**config.mk**
```make
export PLATFORM = sky130hd
export DESIGN_NAME = color_temp_ir_ratio
export DESIGN_NICKNAME = d
export VERILOG_FILES = /design/src/design/ctir_pkg.sv /design/src/design/color_temp_ir_ratio.sv
export VERILOG_INCLUDE_DIRS = /design/src /design/src/design
export SDC_FILE = /design/constraint.sdc
export NUM_CORES = 2
export LEC_CHECK = 0
export BUFFER_PORTS_ARGS = -buffer_cell sky130_fd_sc_hd__buf_2
export CORE_ASPECT_RATIO = 0.8
export CORE_MARGIN = 1
export CORE_UTILIZATION = 40
export DETAILED_ROUTE_END_ITERATION = 12
export GPL_ROUTABILITY_DRIVEN = 0
export SYNTH_ARGS = -nofsm -noshare
export SYNTH_HDL_FRONTEND = slang
export SYNTH_SLANG_ARGS = --single-unit
```
**constraint.sdc**
```tcl
create_clock -name clock -period 10.19 [get_ports clock]
set_clock_uncertainty 0.1 [all_clocks]
set_input_delay 2.038 -clock clock [delete_from_list [all_inputs] [get_ports clock]]
set_output_delay 2.038 -clock clock [all_outputs]
set_load 0.01 [all_outputs]
```
**src/design/assert_macros.svh**
```systemverilog
// Assertion macros shared by the RTL in this folder.
// No dependencies; pulled in by `include where a module checks itself.
`ifndef ASSERT_MACROS_SVH
`define ASSERT_MACROS_SVH

`ifndef SYNTHESIS
// Property must hold at every clock edge outside reset.
`define ASSERT_CLK(label, clk, rst, prop) \
   label: assert property (@(posedge clk) disable iff (rst) prop) \
      else $error("assertion failed");
// Condition must never be true outside reset.
`define ASSERT_NEVER(label, clk, rst, cond) \
   `ASSERT_CLK(label, clk, rst, !(cond))
`else
`define ASSERT_CLK(label, clk, rst, prop)
`define ASSERT_NEVER(label, clk, rst, cond)
`endif

`endif

```
**src/design/ctir_pkg.sv**
```systemverilog
// Constants, register indexes and the divider step for the color temperature block.
// No dependencies; imported by color_temp_ir_ratio.
package ctir_pkg;

   // channel widths
   localparam int CNT_W = 16;
   localparam int SUM_W = CNT_W + 2;

   // configuration register indexes
   localparam int CSR_IDX_W = 8;
   localparam int CSR_DATA_W = 8;
   localparam logic [CSR_IDX_W-1:0] CSR_INTEG_TIME = 8'd0;
   localparam logic [CSR_IDX_W-1:0] CSR_SENSOR_READY = 8'd1;
   localparam logic [7:0] INTEG_TIME_RESET = 8'd255;

   // saturation level
   localparam logic [CNT_W-1:0] DIGITAL_SAT = 16'hFFFF;
   localparam int COUNTS_PER_STEP = 1024;
   localparam logic [8:0] ANALOG_LIMIT = 9'd63;
   localparam logic [8:0] INTEG_STEPS = 9'd256;
   localparam logic [9:0] LEVEL_PER_STEP = 10'(COUNTS_PER_STEP - COUNTS_PER_STEP / 4);

   // ratio scaling
   localparam logic [11:0] CCT_COEF = 12'd3810;
   localparam logic [CNT_W-1:0] CCT_OFFSET = 16'd1391;

   // divider geometry
   localparam int NUM_W = CNT_W + 12;
   localparam int DEN_W = CNT_W;
   localparam int BITS_PER_STAGE = 2;
   localparam int DIV_STAGES = NUM_W / BITS_PER_STAGE;

   typedef logic [DEN_W+NUM_W-1:0] div_word_type;

   // one restoring step: word is {remainder, numerator/quotient shift register}
   function automatic div_word_type div_step(div_word_type word, logic [DEN_W-1:0] den);
      logic [DEN_W:0] trial;
      logic [DEN_W:0] diff;
      logic [DEN_W-1:0] rem;
      logic [NUM_W-1:0] nq;
      rem = word[DEN_W+NUM_W-1:NUM_W];
      nq = word[NUM_W-1:0];
      trial = {rem, nq[NUM_W-1]};
      diff = trial - {1'b0, den};
      if (!diff[DEN_W]) begin
         return {diff[DEN_W-1:0], nq[NUM_W-2:0], 1'b1};
      end else begin
         return {trial[DEN_W-1:0], nq[NUM_W-2:0], 1'b0};
      end
   endfunction

endpackage

```
**src/design/color_temp_ir_ratio.sv**
```systemverilog
// Color temperature from one raw red/green/blue/clear word, fully pipelined.
// Depends on ctir_pkg and assert_macros.svh.
//
//   channel   direction  handshake              payload
//   req       in         start & !busy          red/green/blue/clear counts
//   rsp       out        rsp_valid strobe       cct_kelvin
//   csr       in         csr_valid & csr_ready  csr_index, csr_wdata
//
// One word enters per cycle while busy is low; it passes the three front stages, the
// multiplier stage, the divider of 14 stages of two restoring steps each and the output
// register, whose valid bit is the result strobe.
// Reset is synchronous; it clears the valid bits and the output register, sets the
// configuration registers to their reset values, and busy is high for one cycle after
// reset. The receiver cannot stall, so the pipeline never holds and busy is low otherwise.
`include "assert_macros.svh"

module color_temp_ir_ratio
   import ctir_pkg::*;
(
   input  logic                  clock,
   input  logic                  reset,
   input  logic                  start,
   output logic                  busy,
   input  logic [CNT_W-1:0]      req_red_count,
   input  logic [CNT_W-1:0]      req_green_count,
   input  logic [CNT_W-1:0]      req_blue_count,
   input  logic [CNT_W-1:0]      req_clear_count,
   output logic                  rsp_valid,
   output logic [CNT_W-1:0]      rsp_cct_kelvin,
   input  logic                  csr_valid,
   output logic                  csr_ready,
   input  logic [CSR_IDX_W-1:0]  csr_index,
   input  logic [CSR_DATA_W-1:0] csr_wdata
);

   // control and configuration registers
   logic       busy_ff;
   logic [7:0] integ_time_ff;
   logic       sensor_ready_ff;

   always_ff @(posedge clock) begin
      if (reset) begin
         busy_ff <= 1'b1;
         integ_time_ff <= INTEG_TIME_RESET;
         sensor_ready_ff <= 1'b0;
      end else begin
         busy_ff <= 1'b0;
         if (csr_valid && csr_index == CSR_INTEG_TIME) begin
            integ_time_ff <= csr_wdata[7:0];
         end
         if (csr_valid && csr_index == CSR_SENSOR_READY) begin
            sensor_ready_ff <= csr_wdata[0];
         end
      end
   end

   assign busy = busy_ff;
   assign csr_ready = 1'b1;

   // saturation level from integration time
   logic [8:0]       integ_steps;
   logic [CNT_W-1:0] sat_level;

   always_comb begin
      integ_steps = INTEG_STEPS - {1'b0, integ_time_ff};
      if (integ_steps > ANALOG_LIMIT) begin
         sat_level = DIGITAL_SAT;
      end else begin
         sat_level = CNT_W'(integ_steps[5:0]) * CNT_W'(LEVEL_PER_STEP);
      end
   end

   // stage 1: capture, channel sum, reject checks
   logic             accept;
   logic             s1_vld_ff;
   logic             s1_bad_ff;
   logic [SUM_W-1:0] s1_sum_ff;
   logic [CNT_W-1:0] s1_red_ff;
   logic [CNT_W-1:0] s1_blue_ff;
   logic [CNT_W-1:0] s1_clear_ff;
   logic             s1_bad_in;

   assign accept = start && !busy_ff;
   assign s1_bad_in = !sensor_ready_ff || (req_clear_count == '0)
                      || (req_clear_count >= sat_level);

   always_ff @(posedge clock) begin
      if (reset) begin
         s1_vld_ff <= 1'b0;
      end else begin
         s1_vld_ff <= accept;
      end
      s1_bad_ff <= s1_bad_in;
      s1_sum_ff <= SUM_W'(req_red_count) + SUM_W'(req_green_count) + SUM_W'(req_blue_count);
      s1_red_ff <= req_red_count;
      s1_blue_ff <= req_blue_count;
      s1_clear_ff <= req_clear_count;
   end

   // stage 2: IR estimate, half the excess of the sum over clear
   logic             s2_vld_ff;
   logic             s2_bad_ff;
   logic [CNT_W-1:0] s2_red_ff;
   logic [CNT_W-1:0] s2_blue_ff;
   logic [CNT_W-1:0] s2_ir_ff;
   logic [SUM_W-1:0] s2_excess;
   logic [CNT_W-1:0] s2_ir_in;

   always_comb begin
      s2_excess = s1_sum_ff - SUM_W'(s1_clear_ff);
      if (s1_sum_ff > SUM_W'(s1_clear_ff)) begin
         s2_ir_in = s2_excess[CNT_W:1];
      end else begin
         s2_ir_in = '0;
      end
   end

   always_ff @(posedge clock) begin
      if (reset) begin
         s2_vld_ff <= 1'b0;
      end else begin
         s2_vld_ff <= s1_vld_ff;
      end
      s2_bad_ff <= s1_bad_ff;
      s2_red_ff <= s1_red_ff;
      s2_blue_ff <= s1_blue_ff;
      s2_ir_ff <= s2_ir_in;
   end

   // stage 3: corrected channels, wrapping at 16 bits
   logic             s3_vld_ff;
   logic             s3_bad_ff;
   logic [CNT_W-1:0] s3_red_ff;
   logic [CNT_W-1:0] s3_blue_ff;
   logic [CNT_W-1:0] s3_red_in;

   assign s3_red_in = s2_red_ff - s2_ir_ff;

   always_ff @(posedge clock) begin
      if (reset) begin
         s3_vld_ff <= 1'b0;
      end else begin
         s3_vld_ff <= s2_vld_ff;
      end
      s3_bad_ff <= s2_bad_ff || (s3_red_in == '0);
      s3_red_ff <= s3_red_in;
      s3_blue_ff <= s2_blue_ff - s2_ir_ff;
   end

   // stage 4 feeds divider slot 0: scaled blue over corrected red
   logic             div_vld_ff [0:DIV_STAGES];
   logic             div_bad_ff [0:DIV_STAGES];
   logic [DEN_W-1:0] div_den_ff [0:DIV_STAGES];
   logic [DEN_W-1:0] div_rem_ff [0:DIV_STAGES];
   logic [NUM_W-1:0] div_nq_ff  [0:DIV_STAGES];

   always_ff @(posedge clock) begin
      if (reset) begin
         div_vld_ff[0] <= 1'b0;
      end else begin
         div_vld_ff[0] <= s3_vld_ff;
      end
      div_bad_ff[0] <= s3_bad_ff;
      div_den_ff[0] <= s3_red_ff;
      div_rem_ff[0] <= '0;
      div_nq_ff[0] <= NUM_W'(s3_blue_ff) * NUM_W'(CCT_COEF);
   end

   // divider stages, BITS_PER_STAGE quotient bits each
   for (genvar k = 0; k < DIV_STAGES; k++) begin : g_div
      div_word_type step_in;

      always_comb begin
         step_in = {div_rem_ff[k], div_nq_ff[k]};
         for (int i = 0; i < BITS_PER_STAGE; i++) begin
            step_in = div_step(step_in, div_den_ff[k]);
         end
      end

      always_ff @(posedge clock) begin
         if (reset) begin
            div_vld_ff[k+1] <= 1'b0;
         end else begin
            div_vld_ff[k+1] <= div_vld_ff[k];
         end
         div_bad_ff[k+1] <= div_bad_ff[k];
         div_den_ff[k+1] <= div_den_ff[k];
         div_rem_ff[k+1] <= step_in[DEN_W+NUM_W-1:NUM_W];
         div_nq_ff[k+1] <= step_in[NUM_W-1:0];
      end
   end

   // output register: offset, or zero for a rejected word
   logic             rsp_valid_ff;
   logic [CNT_W-1:0] rsp_cct_ff;

   always_ff @(posedge clock) begin
      if (reset) begin
         rsp_valid_ff <= 1'b0;
         rsp_cct_ff <= '0;
      end else begin
         rsp_valid_ff <= div_vld_ff[DIV_STAGES];
         if (div_bad_ff[DIV_STAGES]) begin
            rsp_cct_ff <= '0;
         end else begin
            rsp_cct_ff <= div_nq_ff[DIV_STAGES][CNT_W-1:0] + CCT_OFFSET;
         end
      end
   end

   assign rsp_valid = rsp_valid_ff;
   assign rsp_cct_kelvin = rsp_cct_ff;

   // checks
   `ASSERT_CLK(zero_den_flagged_a, clock, reset,
      (div_vld_ff[0] && div_den_ff[0] == '0) |-> div_bad_ff[0])
   `ASSERT_CLK(rem_below_den_a, clock, reset,
      (div_vld_ff[DIV_STAGES] && !div_bad_ff[DIV_STAGES])
      |-> (div_rem_ff[DIV_STAGES] < div_den_ff[DIV_STAGES]))
   `ASSERT_CLK(rsp_follows_req_a, clock, reset,
      rsp_valid_ff |-> $past(s1_vld_ff, DIV_STAGES + 4))

endmodule

```
==> impl_metrics.json <==
{
  "outcome": "completed",
  "ys_types": 105,
  "yosysSeqAreaShare_pct": 35.9,
  "synthArstFlopShare_pct": 0,
  "hold_class": "flop to flop",
  "numPortBuffers": 101,
  "crit_type": "flop to flop",
  "cpPeakStageDelay_ns": 0.77,
  "firstDrtPassIters": 6,
  "post-cts-setup-buffer-count": 0,
  "layout_min_cycle_time_ns": 7.27,
  "maxCapViolations": 0,
  "drive_gt1_share_pct": 9.69,
  "io_pins": 103,
  "fin_setup_tns_ns": 0,
  "dpl.hpwl_um": 84500,
  "track_usage_pct": 16.4,
  "die-area_um2": 128000,
  "ys_warn_count": 0,
  "drtIter0Drc": 2085,
  "syn_to_final_growth_pct": 11.4,
  "cts_tree": "yes",
  "num_rows": 116,
  "setup_viol": 0,
  "rsz0062_at_grt": "false",
  "clock-root-buffer": "clkbuf_16",
  "antenna_found_initial": 1,
  "drt-wirelength-per-cell_um": 14.7,
  "cp.required_ns": 10.65,
  "insertedDiodeCount": 0,
  "clk_transition_reported_paths_ns": 0.06,
  "grt_max_degree": 38,
  "grt-ovfl-total": 0,
  "fin_crit_sh_pct": 71.3,
  "tightest_slew_ns": 1.07,
  "cts_buffers": 91,
  "slowest_stage": "nor3_4",
  "end_kind": "flop",
  "cts_resized": 0,
  "synth_ff_type": "dfxtp_1",
  "ff_latch_area_um2": 18200,
  "grt_pass1_vias": 34800,
  "cts_hold_buffers": 0,
  "final_common_cell": "dfxtp_1",
  "routed_wirelength_um": 105000,
  "die_h_um": 320,
  "vias": 36000,
  "slew_violations": 0,
  "initial_core_util_pct": 40.4,
  "ant_nets": 0,
  "viasPerCell": 5.04,
  "crit_path_cell_trace": "inv_1, ha_1, inv_1, fa_1, a211o_1, a2111oi_0, o21ai_0, nand2_1, o211a_1, nor2_1, nor3_4, o21ai_0, fa_1, nand2_1, a21oi_1, o21a_1, o41a_1, a211o_1, a211o_1, xor2_1, mux2_2, mux2_2",
  "dieWidth_um": 400,
  "final_cell_mix": "dfxtp_1 (909), ha_1 (609), inv_1 (528)",
  "report.final.hold_viol_count": 0,
  "syn_area_um2": 50700,
  "drcViolationCount": 0,
  "grt_pass1_wl_um": 176000,
  "multi_input_area_um2": 30300,
  "critPathMostFrequentCell": "a211o_1",
  "htreeDepth": 3,
  "clock_tree.buffer_depth": 3,
  "clk_latency_ns": 0.68,
  "syn_area_per_cell_um2": 9.61,
  "nFillCells": 12000,
  "crit_path_start_kind": "flop",
  "syn_inst": 5275,
  "path_max_fanout": 26,
  "arrival_ns": 7.73,
  "synth_seq_cells": 909,
  "core_area_um2": 125000,
  "nNetsFinal": 6229,
  "synth_edf_count": 0,
  "clkSinkCount": 909,
  "max_freq_ghz": 0.138,
  "maxSlewHeadroom_pct": 28.5
}
cell type report:
type                            instances  area share [%]
Multi-Input combinational cell       3776            53.6
Sequential cell                       909            32.2
Inverter                              531            3.53
Timing Repair Buffer                  117            1.11
Clock inverter                         43            1.20
Tap cell                             1652            3.66
Clock buffer                          125            4.63
worst paths after layout:
check / startpoint / cells after the start / slack (ns) / endpoint
worst min-delay path: div_nq_ff[7][25] / 0 / 0.22 / div_nq_ff[8][27]
worst max-delay path: div_nq_ff[4][27] / 22 / 2.92 / div_rem_ff[0][86]
worst min register to register: div_nq_ff[7][25] / 0 / 0.22 / div_nq_ff[8][27]
worst max register to register: div_nq_ff[4][27] / 22 / 2.92 / div_rem_ff[0][86]
logic make-up (layout without fill, tap and decap cells):
| family | after synthesis | count (layout) | synth area share (%) |
|---|---|---|---|
| AND/OR/NAND/NOR | 1180 | 1180 | 11.2 |
| AO/OA/AOI/OAI | 1161 | 1161 | 15.1 |
| flip-flops | 909 | 909 | 35.9 |
| adder cells (fa/ha/maj) | 719 | 719 | 19.4 |
| buffers and inverters | 596 | 816 | 4.52 |
| XOR/XNOR | 429 | 429 | 7.72 |
| multiplexers | 279 | 279 | 6.17 |
| other | 2 | 8 | 0.0148 |
layer usage:
metal	wire, µm	global-route usage, %	up-vias	share of wire [%]
li1	-	-	18700	-
met1	56700	25.1	16700	54
met2	42800	24.1	554	41
met3	4220	2.72	99	4.0
met4	1400	3.04	0	1.3
met5	0	0	-	0
stage by stage:
step                util (%)  worst slack, ns  cells  area [µm²]  hold slack, ns
global placement        42.4             3.15   6985       53200           0.210
global route            45.0             2.34   7153       56500           0.218
finish                  45.0             2.92   7153       56500           0.220
detailed placement      42.4             3.00   6985       53200           0.212
floorplan                  -             4.17   5281       50700           0.210
CTS                     45.0             2.94   7153       56500           0.210
Yosys cell counts, drive strengths merged, types with 20 or more instances:
library cell	instances	area (µm²)
dfxtp	909	18200
ha	609	7620
inv	531	1990
nor2	342	1290
a21oi	332	1670
xnor2	290	2630
nand2	281	1050
mux2	223	2540
o21ai	212	1070
a21o	142	1070
xor2	139	1280
nor3	115	587
fa	110	2200
nor2b	100	626
nand3	79	395
o21a	73	548
nand2b	67	419
mux2i	56	589
a31oi	48	300
clkbuf	43	161
a211oi	42	320
and3	38	238
o21bai	38	289
or3	34	213
a211o	29	254
nand4	29	181
a21boi	28	225
or2	27	169
buf	22	136
o221ai	22	193
o41ai	20	190
flip-flops by register name (all words and copies together), names as in the netlist, 18 cells and up:
name / cells
div_nq_ff: 268
s1_sum_ff: 18
div_rem_ff: 208
div_den_ff: 224
critical path: cells and delay by family (launching register included):
family                   cells  cell delay (ns)
AO/OA/AOI/OAI               10             2.84
XOR/XNOR                     1             0.56
adder cells (fa/ha/maj)      3             1.13
buffers and inverters        2             0.12
flip-flops                   1             0.32
multiplexers                 2             0.95
AND/OR/NAND/NOR              4             1.10
Power is left out: the tool's default activity adds up to more than one toggle a clock period on the data nets, which glitch-free logic cannot reach.
